===== config.mk =====
export PLATFORM = sky130hd
export DESIGN_NAME = sgml_markup_splitter
export DESIGN_NICKNAME = d
export VERILOG_FILES = /design/src/rtl/sms_pkg.sv /design/src/rtl/sgml_markup_splitter.sv /design/src/rtl/sms_parser.sv /design/src/rtl/sms_drain.sv
export SDC_FILE = /design/constraint.sdc
export NUM_CORES = 1
export LEC_CHECK = 0
export BUFFER_PORTS_ARGS = -buffer_cell sky130_fd_sc_hd__buf_2
export CAP_MARGIN = 5
export CELL_PAD_IN_SITES_DETAIL_PLACEMENT = 1
export CELL_PAD_IN_SITES_GLOBAL_PLACEMENT = 1
export CORE_MARGIN = 8
export CORE_UTILIZATION = 40
export DETAILED_ROUTE_END_ITERATION = 10
export PLACE_DENSITY = 0.66
export SLEW_MARGIN = 25
export SYNTH_ARGS = -nofsm -noshare
export SYNTH_HDL_FRONTEND = slang
export SYNTH_SLANG_ARGS = --single-unit
export TNS_END_PERCENT = 30

===== constraint.sdc =====
create_clock -name clk -period 7.5 [get_ports clk]
set_input_delay 1.5 -clock clk [delete_from_list [all_inputs] [get_ports clk]]
set_output_delay 1.5 -clock clk [all_outputs]
set_load 0.02 [all_outputs]

===== src/rtl/sms_pkg.sv =====
// shared types and constants of the markup splitter
`default_nettype none

package sms_pkg;

	localparam int CHAR_W          = 8;
	localparam int CODE_W          = 16;
	localparam int MAX_RES         = 3;
	localparam int CNT_W           = 2;
	localparam int VALUE_WIDTH_DEF = 16;

	// byte codes the lexer reacts to
	localparam logic [CHAR_W-1:0] CH_LT   = 8'h3C;
	localparam logic [CHAR_W-1:0] CH_GT   = 8'h3E;
	localparam logic [CHAR_W-1:0] CH_DASH = 8'h2D;
	localparam logic [CHAR_W-1:0] CH_0    = 8'h30;
	localparam logic [CHAR_W-1:0] CH_1    = 8'h31;
	localparam logic [CHAR_W-1:0] CH_7    = 8'h37;
	localparam logic [CHAR_W-1:0] CH_9    = 8'h39;
	localparam logic [CHAR_W-1:0] CH_A_LO = 8'h61;
	localparam logic [CHAR_W-1:0] CH_F_LO = 8'h66;
	localparam logic [CHAR_W-1:0] CH_A_UP = 8'h41;
	localparam logic [CHAR_W-1:0] CH_F_UP = 8'h46;
	localparam logic [CHAR_W-1:0] CH_X_LO = 8'h78;
	localparam logic [CHAR_W-1:0] CH_X_UP = 8'h58;

	typedef enum logic [2:0] {
		EV_TEXT = 3'd0,
		EV_TBEG = 3'd1,
		EV_TCHR = 3'd2,
		EV_TEND = 3'd3,
		EV_CBEG = 3'd4,
		EV_CCHR = 3'd5,
		EV_CEND = 3'd6
	} event_t;

	typedef struct packed {
		event_t              ev;
		logic [CODE_W-1:0]   code;
	} res_t;

	// all results caused by one request, res[0] goes out first
	typedef struct packed {
		logic [CNT_W-1:0]      cnt;
		res_t [MAX_RES-1:0]    res;
	} bundle_t;

endpackage

`default_nettype wire


===== src/rtl/sgml_markup_splitter.sv =====
// top level of the markup splitter: byte lexer followed by result drain
// path: a byte goes first into the input register and then, once the drain is free, its first
// result is loaded into the result register, from which it is offered
// throughput: one byte per cycle while each byte gives at most one result and out_stall
// stays low; a byte that gives more results holds the drain register until the result port has taken them all
// reset: arst_n clears the lexer to the text state, the accumulator to zero and
// empties the input and result registers
`default_nettype none

module sgml_markup_splitter #(
	parameter int VALUE_WIDTH = sms_pkg::VALUE_WIDTH_DEF
) (
	input  wire logic                        clk,
	input  wire logic                        arst_n,
	// byte request channel
	input  wire logic                        in_valid,
	output logic                             in_stall,
	input  wire logic [sms_pkg::CHAR_W-1:0]  char_in,
	// result request channel
	output logic                             out_valid,
	input  wire logic                        out_stall,
	output logic [2:0]                       event_res,
	output logic [sms_pkg::CODE_W-1:0]       code,
	output logic                             last
);

	// bundle of up to three results made by one byte
	sms_pkg::bundle_t  bundle;
	// the drain can take a new bundle at this edge
	logic              free;
	// lexer advances and the byte produced at least one result
	logic              load;

	// stage one: input register, state machine and saturating accumulator;
	// the byte is stalled only while the drain still holds earlier results
	sms_parser #(
		.VALUE_WIDTH (VALUE_WIDTH)
	) u_parser (
		.clk      (clk),
		.arst_n   (arst_n),
		.in_valid (in_valid),
		.in_stall (in_stall),
		.char_in  (char_in),
		.free     (free),
		.load     (load),
		.bundle   (bundle)
	);

	// stage two: result register, serializes the bundle in order and flags
	// the final result of each byte
	sms_drain u_drain (
		.clk       (clk),
		.arst_n    (arst_n),
		.load      (load),
		.bundle    (bundle),
		.free      (free),
		.out_valid (out_valid),
		.out_stall (out_stall),
		.event_res (event_res),
		.code      (code),
		.last      (last)
	);

endmodule

`default_nettype wire


===== src/rtl/sms_parser.sv =====
// input register and lexer state machine, one request per cycle while the drain is free
`default_nettype none

module sms_parser #(
	parameter int VALUE_WIDTH = sms_pkg::VALUE_WIDTH_DEF
) (
	input  wire logic                        clk,
	input  wire logic                        arst_n,
	input  wire logic                        in_valid,
	output logic                             in_stall,
	input  wire logic [sms_pkg::CHAR_W-1:0]  char_in,
	input  wire logic                        free,
	output logic                             load,
	output sms_pkg::bundle_t                 bundle
);

	localparam int AW = VALUE_WIDTH + 4;
	localparam logic [VALUE_WIDTH-1:0] VMAX = {VALUE_WIDTH{1'b1}};

	typedef enum logic [3:0] {
		ST_TEXT    = 4'd0,
		ST_OPEN    = 4'd1,
		ST_ZERO    = 4'd2,
		ST_HEX     = 4'd3,
		ST_DEC     = 4'd4,
		ST_OCT     = 4'd5,
		ST_TAG     = 4'd6,
		ST_DASH1   = 4'd7,
		ST_COM     = 4'd8,
		ST_COMDASH = 4'd9
	} state_t;

	state_t                         state_q, state_d;
	logic [VALUE_WIDTH-1:0]         num_q, num_d;
	logic [sms_pkg::CHAR_W-1:0]     char_s1;
	logic                           valid_s1;
	logic                           adv;

	logic [sms_pkg::CHAR_W-1:0]     ch;
	logic [sms_pkg::CODE_W-1:0]     ch_code;
	logic [sms_pkg::CODE_W-1:0]     num_code;
	logic [VALUE_WIDTH+sms_pkg::CODE_W-1:0] num_ext;
	logic                           is_dec, is_oct, is_hex_lt;
	logic [3:0]                     dig;
	logic                           dig_ok;
	logic [AW-1:0]                  num_w, prod, acc;
	logic [VALUE_WIDTH-1:0]         acc_sat;
	sms_pkg::res_t                  r0, r1, r2;
	logic [sms_pkg::CNT_W-1:0]      cnt;

	assign adv      = valid_s1 && free;
	assign in_stall = valid_s1 && !free;

	always_ff @(posedge clk or negedge arst_n) begin
		if (!arst_n) begin
			valid_s1 <= 1'b0;
			state_q  <= ST_TEXT;
			num_q    <= '0;
		end else begin
			if (in_valid && !in_stall) begin
				valid_s1 <= 1'b1;
			end else if (adv) begin
				valid_s1 <= 1'b0;
			end
			if (adv) begin
				state_q <= state_d;
				num_q   <= num_d;
			end
		end
	end

	always_ff @(posedge clk) begin
		if (in_valid && !in_stall) begin
			char_s1 <= char_in;
		end
	end

	assign ch       = char_s1;
	assign ch_code  = {{(sms_pkg::CODE_W-sms_pkg::CHAR_W){1'b0}}, ch};
	assign num_ext  = {{sms_pkg::CODE_W{1'b0}}, num_q};
	assign num_code = num_ext[sms_pkg::CODE_W-1:0];

	// digit decode and saturating multiply-add for the three radixes
	assign is_dec    = (ch >= sms_pkg::CH_0) && (ch <= sms_pkg::CH_9);
	assign is_oct    = (ch >= sms_pkg::CH_0) && (ch <= sms_pkg::CH_7);
	assign is_hex_lt = ((ch >= sms_pkg::CH_A_LO) && (ch <= sms_pkg::CH_F_LO)) ||
	                   ((ch >= sms_pkg::CH_A_UP) && (ch <= sms_pkg::CH_F_UP));
	assign dig       = is_dec ? ch[3:0] : ch[3:0] + 4'd9;
	assign num_w     = {4'b0, num_q};

	always_comb begin
		unique case (state_q) inside
			ST_HEX: begin
				dig_ok = is_dec || is_hex_lt;
				prod   = num_w << 4;
			end
			ST_OCT: begin
				dig_ok = is_oct;
				prod   = num_w << 3;
			end
			default: begin
				dig_ok = is_dec;
				prod   = (num_w << 3) + (num_w << 1);
			end
		endcase
		acc     = prod + {{(AW-4){1'b0}}, dig};
		acc_sat = (acc > {4'b0, VMAX}) ? VMAX : acc[VALUE_WIDTH-1:0];
	end

	always_comb begin
		state_d = state_q;
		num_d   = num_q;
		cnt     = 2'd0;
		r0      = '{ev: sms_pkg::EV_TEXT, code: '0};
		r1      = '{ev: sms_pkg::EV_TEXT, code: '0};
		r2      = '{ev: sms_pkg::EV_TEXT, code: '0};
		unique case (state_q) inside
			ST_OPEN: begin
				num_d = '0;
				if (ch == sms_pkg::CH_0) begin
					state_d = ST_ZERO;
				end else if ((ch >= sms_pkg::CH_1) && (ch <= sms_pkg::CH_9)) begin
					num_d   = {{(VALUE_WIDTH-4){1'b0}}, ch[3:0]};
					state_d = ST_DEC;
				end else if (ch == sms_pkg::CH_DASH) begin
					state_d = ST_DASH1;
				end else if (ch == sms_pkg::CH_GT) begin
					state_d = ST_TEXT;
				end else begin
					r0      = '{ev: sms_pkg::EV_TBEG, code: '0};
					r1      = '{ev: sms_pkg::EV_TCHR, code: ch_code};
					cnt     = 2'd2;
					state_d = ST_TAG;
				end
			end
			ST_ZERO: begin
				if ((ch == sms_pkg::CH_X_LO) || (ch == sms_pkg::CH_X_UP)) begin
					state_d = ST_HEX;
				end else if (is_oct) begin
					num_d   = {{(VALUE_WIDTH-4){1'b0}}, ch[3:0]};
					state_d = ST_OCT;
				end else if (ch == sms_pkg::CH_GT) begin
					r0      = '{ev: sms_pkg::EV_TEXT, code: '0};
					cnt     = 2'd1;
					state_d = ST_TEXT;
				end else begin
					// zero then junk: the zero becomes a tag char
					r0      = '{ev: sms_pkg::EV_TBEG, code: '0};
					r1      = '{ev: sms_pkg::EV_TCHR,
					            code: {{(sms_pkg::CODE_W-sms_pkg::CHAR_W){1'b0}}, sms_pkg::CH_0}};
					cnt     = 2'd2;
					state_d = ST_TAG;
				end
			end
			ST_HEX, ST_DEC, ST_OCT: begin
				if (dig_ok) begin
					num_d = acc_sat;
				end else if (ch == sms_pkg::CH_GT) begin
					r0      = '{ev: sms_pkg::EV_TEXT, code: num_code};
					cnt     = 2'd1;
					state_d = ST_TEXT;
				end else begin
					// bad digit: partial value as tag char, byte dropped
					r0      = '{ev: sms_pkg::EV_TBEG, code: '0};
					r1      = '{ev: sms_pkg::EV_TCHR, code: num_code};
					cnt     = 2'd2;
					state_d = ST_TAG;
				end
			end
			ST_TAG: begin
				if (ch == sms_pkg::CH_GT) begin
					r0      = '{ev: sms_pkg::EV_TEND, code: '0};
					state_d = ST_TEXT;
				end else begin
					r0 = '{ev: sms_pkg::EV_TCHR, code: ch_code};
				end
				cnt = 2'd1;
			end
			ST_DASH1: begin
				if (ch == sms_pkg::CH_DASH) begin
					r0      = '{ev: sms_pkg::EV_CBEG, code: '0};
					cnt     = 2'd1;
					state_d = ST_COM;
				end else if (ch == sms_pkg::CH_GT) begin
					r0      = '{ev: sms_pkg::EV_TBEG, code: '0};
					r1      = '{ev: sms_pkg::EV_TCHR,
					            code: {{(sms_pkg::CODE_W-sms_pkg::CHAR_W){1'b0}}, sms_pkg::CH_DASH}};
					r2      = '{ev: sms_pkg::EV_TEND, code: '0};
					cnt     = 2'd3;
					state_d = ST_TEXT;
				end else begin
					r0      = '{ev: sms_pkg::EV_TBEG, code: '0};
					r1      = '{ev: sms_pkg::EV_TCHR,
					            code: {{(sms_pkg::CODE_W-sms_pkg::CHAR_W){1'b0}}, sms_pkg::CH_DASH}};
					r2      = '{ev: sms_pkg::EV_TCHR, code: ch_code};
					cnt     = 2'd3;
					state_d = ST_TAG;
				end
			end
			ST_COM: begin
				if (ch == sms_pkg::CH_DASH) begin
					state_d = ST_COMDASH;
				end else begin
					r0  = '{ev: sms_pkg::EV_CCHR, code: ch_code};
					cnt = 2'd1;
				end
			end
			ST_COMDASH: begin
				if (ch == sms_pkg::CH_DASH) begin
					r0      = '{ev: sms_pkg::EV_CEND, code: '0};
					cnt     = 2'd1;
					state_d = ST_OPEN;
				end else begin
					r0      = '{ev: sms_pkg::EV_CCHR,
					            code: {{(sms_pkg::CODE_W-sms_pkg::CHAR_W){1'b0}}, sms_pkg::CH_DASH}};
					r1      = '{ev: sms_pkg::EV_CCHR, code: ch_code};
					cnt     = 2'd2;
					state_d = ST_COM;
				end
			end
			default: begin
				if (ch == sms_pkg::CH_LT) begin
					state_d = ST_OPEN;
				end else begin
					r0  = '{ev: sms_pkg::EV_TEXT, code: ch_code};
					cnt = 2'd1;
				end
			end
		endcase
	end

	assign load       = adv && (cnt != 2'd0);
	assign bundle.cnt = cnt;
	assign bundle.res = {r2, r1, r0};

endmodule

`default_nettype wire


===== src/rtl/sms_drain.sv =====
// result register that hands out a bundle one result per cycle while out_stall is low
`default_nettype none

module sms_drain (
	input  wire logic                        clk,
	input  wire logic                        arst_n,
	input  wire logic                        load,
	input  wire sms_pkg::bundle_t            bundle,
	output logic                             free,
	output logic                             out_valid,
	input  wire logic                        out_stall,
	output logic [2:0]                       event_res,
	output logic [sms_pkg::CODE_W-1:0]       code,
	output logic                             last
);

	logic [sms_pkg::CNT_W-1:0]   cnt_q;
	logic [sms_pkg::CNT_W-1:0]   idx_q;
	sms_pkg::bundle_t            bundle_q;
	sms_pkg::res_t               cur;
	logic                        take;

	assign out_valid = (cnt_q != 2'd0);
	assign last      = out_valid && (idx_q == cnt_q - 2'd1);
	assign take      = out_valid && !out_stall;
	assign free      = !out_valid || (take && last);

	always_comb begin
		case (idx_q)
			2'd0:    cur = bundle_q.res[0];
			2'd1:    cur = bundle_q.res[1];
			default: cur = bundle_q.res[2];
		endcase
	end

	assign event_res = cur.ev;
	assign code      = cur.code;

	always_ff @(posedge clk or negedge arst_n) begin
		if (!arst_n) begin
			cnt_q <= '0;
			idx_q <= '0;
		end else if (load) begin
			cnt_q <= bundle.cnt;
			idx_q <= '0;
		end else if (take) begin
			if (last) begin
				cnt_q <= '0;
				idx_q <= '0;
			end else begin
				idx_q <= idx_q + 2'd1;
			end
		end
	end

	always_ff @(posedge clk) begin
		if (load) begin
			bundle_q <= bundle;
		end
	end

endmodule

`default_nettype wire

==> metrics.md, run 1 <==
| Metric | Value |
|---|---|
| Status | `finished clean` |
| Reg2Reg Setup Slack | `approximately 3.0 ns` |
| Worst IR Drop VDD | `around 0.00014 V` |
| Core ar. | `14310 um2` |
| Vias per std cell | `slightly above 6` |
| Post-route minimum period | `between 4 and 5 ns` |
| Hold Crit Start | `u_parser.valid_s1` |
| Worst hold endpoint | `u_parser.valid_s1` |
| TritonRoute pass-1 iters | `5` |
| RSZ-0062 raised after global routing | `false` |
| Layout Cells excl Fill | `823` |
| Hold WC Path Type | `flop to flop` |
| Diodes inserted | `0` |
| Critical path peak fanout | `13` |
| PortBufs | `33` |
| WHS | `approximately 0.52 ns` |
| Area of the multi-input gates | `roughly 3300 um2` |
| Hold Crit Depth | `2` |
| Final setup TNS | `0 ns` |
| Average size of a mapped cell | `approximately 9.4 um2` |
| Crit path cell chain | `inv_1 > ha_1 > a21oi_1 > o21ai_0 > nand2_1 > nand2_1 > xnor2_1 > ha_1 > a21o_1 > a21oi_1 > a211o_1 > o21bai_1 > or4_1 > a2111o_1 > and3_4 > a221o_1` |
| Worst-Skew Late Latency | `0.34 ns` |
| Post-Syn Area | `approximately 5800 um2` |
| Post-CTS Hold Fix Bufs | `0` |
| CP Launch Type | `flop` |
| Final hold vios | `0` |
| GP Congestion | `0.8554` |
| Max-slew violation count | `0` |
| DRC | `0` |
| EDFF count, synth | `55` |
| Placed insts | `807` |
| Initial antenna violation count | `0` |
| Global-route wire length before repair | `roughly 28000 um` |
| Setup repair bufs after CTS | `0` |
| PD cells | `roughly 330 nW/um2` |
| CTS Buf Count | `9` |
| CP max stage cell | `edfxtp_1` |
| Post-synth top area share | `between 20% and 30%` |
| Critical Path RT | `roughly 7.7 ns` |
| Grt ovf | `0` |
| Post-detail-place hpwl | `approximately 13000 um` |
| GRT Resource Usage Total | `18.70%` |
| Reg-to-Reg Start | `u_parser.ch[1]` |
| Worst setup EP type | `flop` |
| Avg WL per Cell | `approximately 20 um` |
| Syn_nets | `approximately 660` |
| PnR Total Power | `approximately 2.1 mW` |
| Die H | `136.3 um` |
| Max Clock Skew | `~0.012 ns` |
| CP Class | `flop to flop` |
| Largest net degree at the start of global routing | `50` |
| #FFs+latches synth | `80` |
| Finished Cell Area | `roughly 6400 um2` |
| Cells after synthesis | `between 600 and 700` |
| Yosys top cell by area | `edfxtp_1` |
| First DRT Iteration DRCs | `between 200 and 300` |
| Die W | `~140 um` |
| Area of the die | `about 19000 um2` |
| Clock sinks | `80` |
| Root cell of the clock tree | `clkbuf_16` |
| Area contributors post-synth | `edfxtp_1 29%, dfrtp_1 11%, ha_1 5.4%, nand2_1 4.5%, a221o_1 3.5%` |
| YS warnings | `0` |
| Nets | `between 600 and 700` |
| Worst slew pin tran | `0.8502 ns` |
| Final period util | `~60%` |
| Max Cap Viol | `0` |
| Peak Freq | `0.2213 GHz` |
| Post-synth top flop | `edfxtp_1` |
| Share of layout cells above drive strength 1 | `11.74%` |
| Area after DPL | `6076 um2` |
| Io pins | `34` |
| Netlist cell types | `around 80` |
| Crit path DAT | `4.74 ns` |
| Initial Utilization | `about two fifths` |
| Register area share after synthesis | `about two fifths` |
| Cts repair resizes | `0` |
| Reg-to-Reg End | `u_parser.num_code[15]` |
| # fillers | `roughly 1.6k` |
| Final wirelength | `16850 um` |
| CP max stage delay | `around 0.51 ns` |
| Reg2reg path depth | `16` |
| Rel. slew slack | `roughly 43%` |
| FP Rows | `44` |
| DR vias | `approximately 5.0k` |
| Antenna Nets Post-Route | `0` |
| Clock slew seen by the registers of the worst setup and hold paths | `approximately 0.070 ns` |
| CTS tree | `built` |
| Vias in the first global route | `5190` |
| Static Leak | `around 2.7 nW` |
| Setup Viol. Count Final | `0` |
| FF/Latch Area | `2277 um2` |
| P&R area growth vs syn | `10.57%` |
| Max clock buf depth | `2` |
| CP bufs+invs | `1` |
| Htree depth | `3` |
| CP delay by family, top | `compound AO/OA/AOI/OAI gates` |
| Async set-reset flop share out of synthesis | `between 30% and 40%` |
cells in the final DEF (no fill, tap or decap), drive strengths merged, types with 25 or more instances in the layout:
master  netlist  final
a21oi        34     34
ha           25     25
nand2        69     69
edfxtp       55     55
and3         27     27
inv          25     25
dfrtp        25     25
nor2         45     45
o21ai        27     27
buf          13     40
worst min-delay path, stage by stage, from the launching register on:
cell and delay (ns):
dfrtp_1 0.34, nand2_1 0.08, nand2b_1 0.07
cells by family (layout without fill, tap and decap cells):
family          count (synthesis)  after routing  synth area share [%]
fa+ha+maj                      27             27                 6.095
flops                          80             80                 39.33
simple gates                  247            247                 23.10
buf+inv                        60             81                 4.733
xor+xnor                       19             19                 2.874
compound gates                179            179                 22.78
mux                             6              6                 1.081
Yosys cell counts (all sizes together) (8+ instances only):
library cell  number
o21ai             27
edfxtp            55
a22o              16
a22oi             19
a221o             20
nand2b            10
a21oi             34
and3              27
xnor2             11
buf               13
inv               25
nor3              16
xor2               8
and2              10
clkbuf            22
dfrtp             25
nand3             17
nand2             69
nor2              45
ha                25
power by group:
part	switching [mW]	leakage (nW)	internal, mW
combinational	0.545	1.67	0.270
sequential	0.0917	0.861	0.712
clock	0.175	0.148	0.291
sequential cells by signal (all words and copies together) (netlist names):
register	cells
u_parser.num_code	16
u_parser.state_q	4
u_drain.idx_q	2
u_drain.cnt_q	2
u_drain.bundle_q	47
u_parser.ch	8
u_parser.valid_s1	1
layer usage:
metal	routed length, um	share of wire (%)	global-route usage [%]
met1	7579	45	23.85
met2	8353	50	32.17
met3	639	3.8	2.328
met4	281	1.7	5.918
met5	0	0	0
layout make-up:
| type | instances | share of cell area [%] |
|---|---|---|
| clock inverters | 7 | 1.505 |
| flip-flops and latches | 80 | 35.57 |
| multi-input cells | 478 | 50.94 |
| inverters | 25 | 1.466 |
| well taps | 184 | 3.597 |
| repair buffers | 40 | 3.401 |
| clock buffers | 9 | 3.518 |
worst max-delay path by stage:
stage,from,end,slack (ns),cells past startpoint
6_report,u_parser.ch[1],u_parser.num_code[15],2.98,16
5_1_grt,u_parser.ch[4],u_parser.num_code[10],2.74,14
4_1_cts,u_parser.state_q[1],u_parser.num_code[15],2.82,12
3_5_place_dp,u_parser.state_q[1],u_parser.num_code[15],2.84,12
3_3_place_gp,u_parser.state_q[1],u_parser.num_code[0],3.06,12
2_1_floorplan,u_parser.ch[0],u_drain.cnt_q[1],1.12,12
stage by stage:
step	worst slack [ns]	util (%)
floorplan	1.123	-
global placement	3.059	42.45
detailed placement	2.842	42.45
CTS	2.824	44.69
global route	2.739	44.72
finish	2.982	44.72
Note: power is estimated with default switching activity, not from simulation.
==> run 2: changes to the inputs <==
Settings changed: PLACE_DENSITY 0.66 to 0.69.
Clock period 7.5 ns to 3.74 ns, I/O delays scaled along.
==> run 2 against run 1 <==
Register-to-register slack worse by 2.9 ns. Final cell count is 7.7% higher. Utilization is 5.1 points higher. Die area stayed put. Hold slack worse by 0.097 ns. Clock skew is 0.0033 ns lower. First-iteration DRC count is 14% higher. Flip-flop and latch count stayed put.
==> metrics.md, run 2 (synthesis results as in run 1) <==
| Metric | Value |
|---|---|
| Max clock buf depth | `2` |
| PortBufs | `33` |
| Clock sinks | `80` |
| Peak Freq | `0.2717 GHz` |
| Final setup TNS | `0 ns` |
| Avg WL per Cell | `around 20 um` |
| Die W | `between 100 and 150 um` |
| Critical Path RT | `around 4 ns` |
| Largest net degree at the start of global routing | `49` |
| Htree depth | `3` |
| CTS Buf Count | `9` |
| Nets | `about 740` |
| CP max stage delay | `about 0.46 ns` |
| Pre-CTS setup slack | `-0.08260 ns` |
| Worst-Skew Late Latency | `between 0.3 and 0.4 ns` |
| Rel. slew slack | `between 40% and 50%` |
| Setup Viol. Count Final | `0` |
| Post-CTS Hold Fix Bufs | `0` |
| GRT Resource Usage Total | `approximately 20%` |
| Crit path cell chain | `inv_2 > ha_4 > a21oi_2 > o21ai_2 > nand2_2 > nand2_2 > xnor2_2 > ha_1 > a21o_1 > a21oi_2 > a211o_1 > o21bai_4 > or4_4 > a2111o_1 > and3_4 > a221o_1` |
| First DRT Iteration DRCs | `between 300 and 400` |
| Max reg flops | `47` |
| DRC | `0` |
| Final wirelength | `approximately 18000 um` |
| Status | `finished clean` |
| Clock slew seen by the registers of the worst setup and hold paths | `around 0.070 ns` |
| TritonRoute pass-1 iters | `5` |
| Critical path peak fanout | `7` |
| Worst setup EP type | `flop` |
| Max-slew violation count | `0` |
| Die H | `between 100 and 150 um` |
| Crit path DAT | `slightly below 4 ns` |
| Diodes inserted | `0` |
| CP Launch Type | `flop` |
| Most common cell after layout, fill and taps aside | `buf_4` |
| Placed insts | `roughly 860` |
| Static Leak | `3.002 nW` |
| CP max stage cell | `edfxtp_1` |
| Global-route wire length before repair | `roughly 29000 um` |
| Reg-to-Reg Start | `u_parser.ch[0]` |
| Io pins | `34` |
| CTS tree | `built` |
| WHS | `0.4231 ns` |
| Antenna Nets Post-Route | `0` |
| Post-detail-place hpwl | `13770 um` |
| Max Clock Skew | `0.008748 ns` |
| Root cell of the clock tree | `clkbuf_16` |
| CP Class | `flop to flop` |
| FP Rows | `44` |
| Area of the die | `about 19000 um2` |
| First element of the critical path | `u_parser.ch[0]` |
| Max Cap Viol | `0` |
| Vias in the first global route | `between 5k and 6k` |
| PD cells | `a little over 600 nW/um2` |
| Worst Slack Setup Final | `approximately 0.059 ns` |
| P&R area growth vs syn | `23.17%` |
| Core ar. | `14310 um2` |
| Final period util | `a little over nine tenths` |
| Initial antenna violation count | `0` |
| Worst slew pin tran | `0.8308 ns` |
| Finished Cell Area | `roughly 7100 um2` |
| Largest reg by FF count | `u_drain.bundle_q` |
| Area after DPL | `6539 um2` |
| Grt ovf | `0` |
| Commonest non-fill, non-tap cells in the layout | `69 x buf_4, 66 x nand2_1, 55 x edfxtp_1` |
| GP Congestion | `between 0.8 and 0.9` |
| Post-route minimum period | `roughly 3.7 ns` |
| Vias per std cell | `6.015` |
| Share of layout cells above drive strength 1 | `25.36%` |
| Hold WC Path Type | `input pin to asynchronous set/reset pin` |
| DR vias | `between 5k and 6k` |
| Initial Utilization | `approximately 40%` |
| Worst IR Drop VDD | `0.0003953 V` |
| Layout Cells excl Fill | `886` |
| Final hold vios | `0` |
[run 2: changes by cell type in the layout (fill, tap and decap cells not counted), moves of 4 or more]
cell | before | now
o21ai_0 | 20 | 16
ha_2 | 0 | 4
buf_4 | 7 | 69
ha_1 | 25 | 16
ha_4 | 0 | 5
a21oi_1 | 34 | 30
[run 2: area by class of cell]
class	count	area [um2]
Tap cell	184	230.2
Clock buffer	9	225.2
Fill cell	1649	7183
Sequential cell	80	2280
Inverter	25	93.84
Multi-Input combinational cell	479	3516
Clock inverter	7	102.6
Timing Repair Buffer	102	683.2
[run 2: layer usage]
metal	track usage (%)	wire (um)	vias to the layer above	part of all wire [%]
met2	34.19	9121	133	50
met5	0	0	-	0
met4	7.810	408	0	2.2
met3	2.069	673	31	3.7
li1	-	-	2512	-
met1	24.64	8006	2653	44
[run 2: timing repair]
item / in CTS / in global routing
gates cloned: 1 / 0
resized for setup: 12 / 24
endpoints found under the setup margin: 12 / 14
pin swaps: 5 / 25
buffers inserted: 4 / 10
[run 2: power by group]
group          internal (mW)  switching (mW)  leakage, nW  total [mW]
logic                  0.655            1.22         1.98        1.88
registers               1.43           0.117        0.858        1.54
clock network          0.594           0.376        0.162       0.970
[run 2: path summary, 6_finish.rpt]
check / slack [ns] / cells past startpoint / endpoint
max: 0.06 / 16 / u_parser.num_code[13]
min: 0.42 / 1 / u_parser.valid_s1
min in group clk: 0.54 / 2 / u_parser.valid_s1
min reg2reg: 0.54 / 2 / u_parser.valid_s1
max in group asynchronous: 2.86 / 1 / u_parser.num_code[7]
max reg2reg: 0.06 / 16 / u_parser.num_code[13]
[run 2: per-stage QoR]
stage / power [mW] / utilization (%)
2_1_floorplan: 2.780 / -
3_3_place_gp: 3.333 / 45.62
3_5_place_dp: 3.414 / 45.68
4_1_cts: 4.404 / 48.51
5_1_grt: 4.652 / 49.82
6_report: 4.392 / 49.82
[run 2: worst max-delay path: cells and delay by family (launching register included)]
kind	cells	cell delay (ns)
AOI/OAI and AO/OA	8	1.50
xor gates and xnor gates	1	0.10
adders and majority gates	2	0.43
buffers and inverters	1	0.12
DFF	1	0.46
and+or+nand+nor	4	0.95
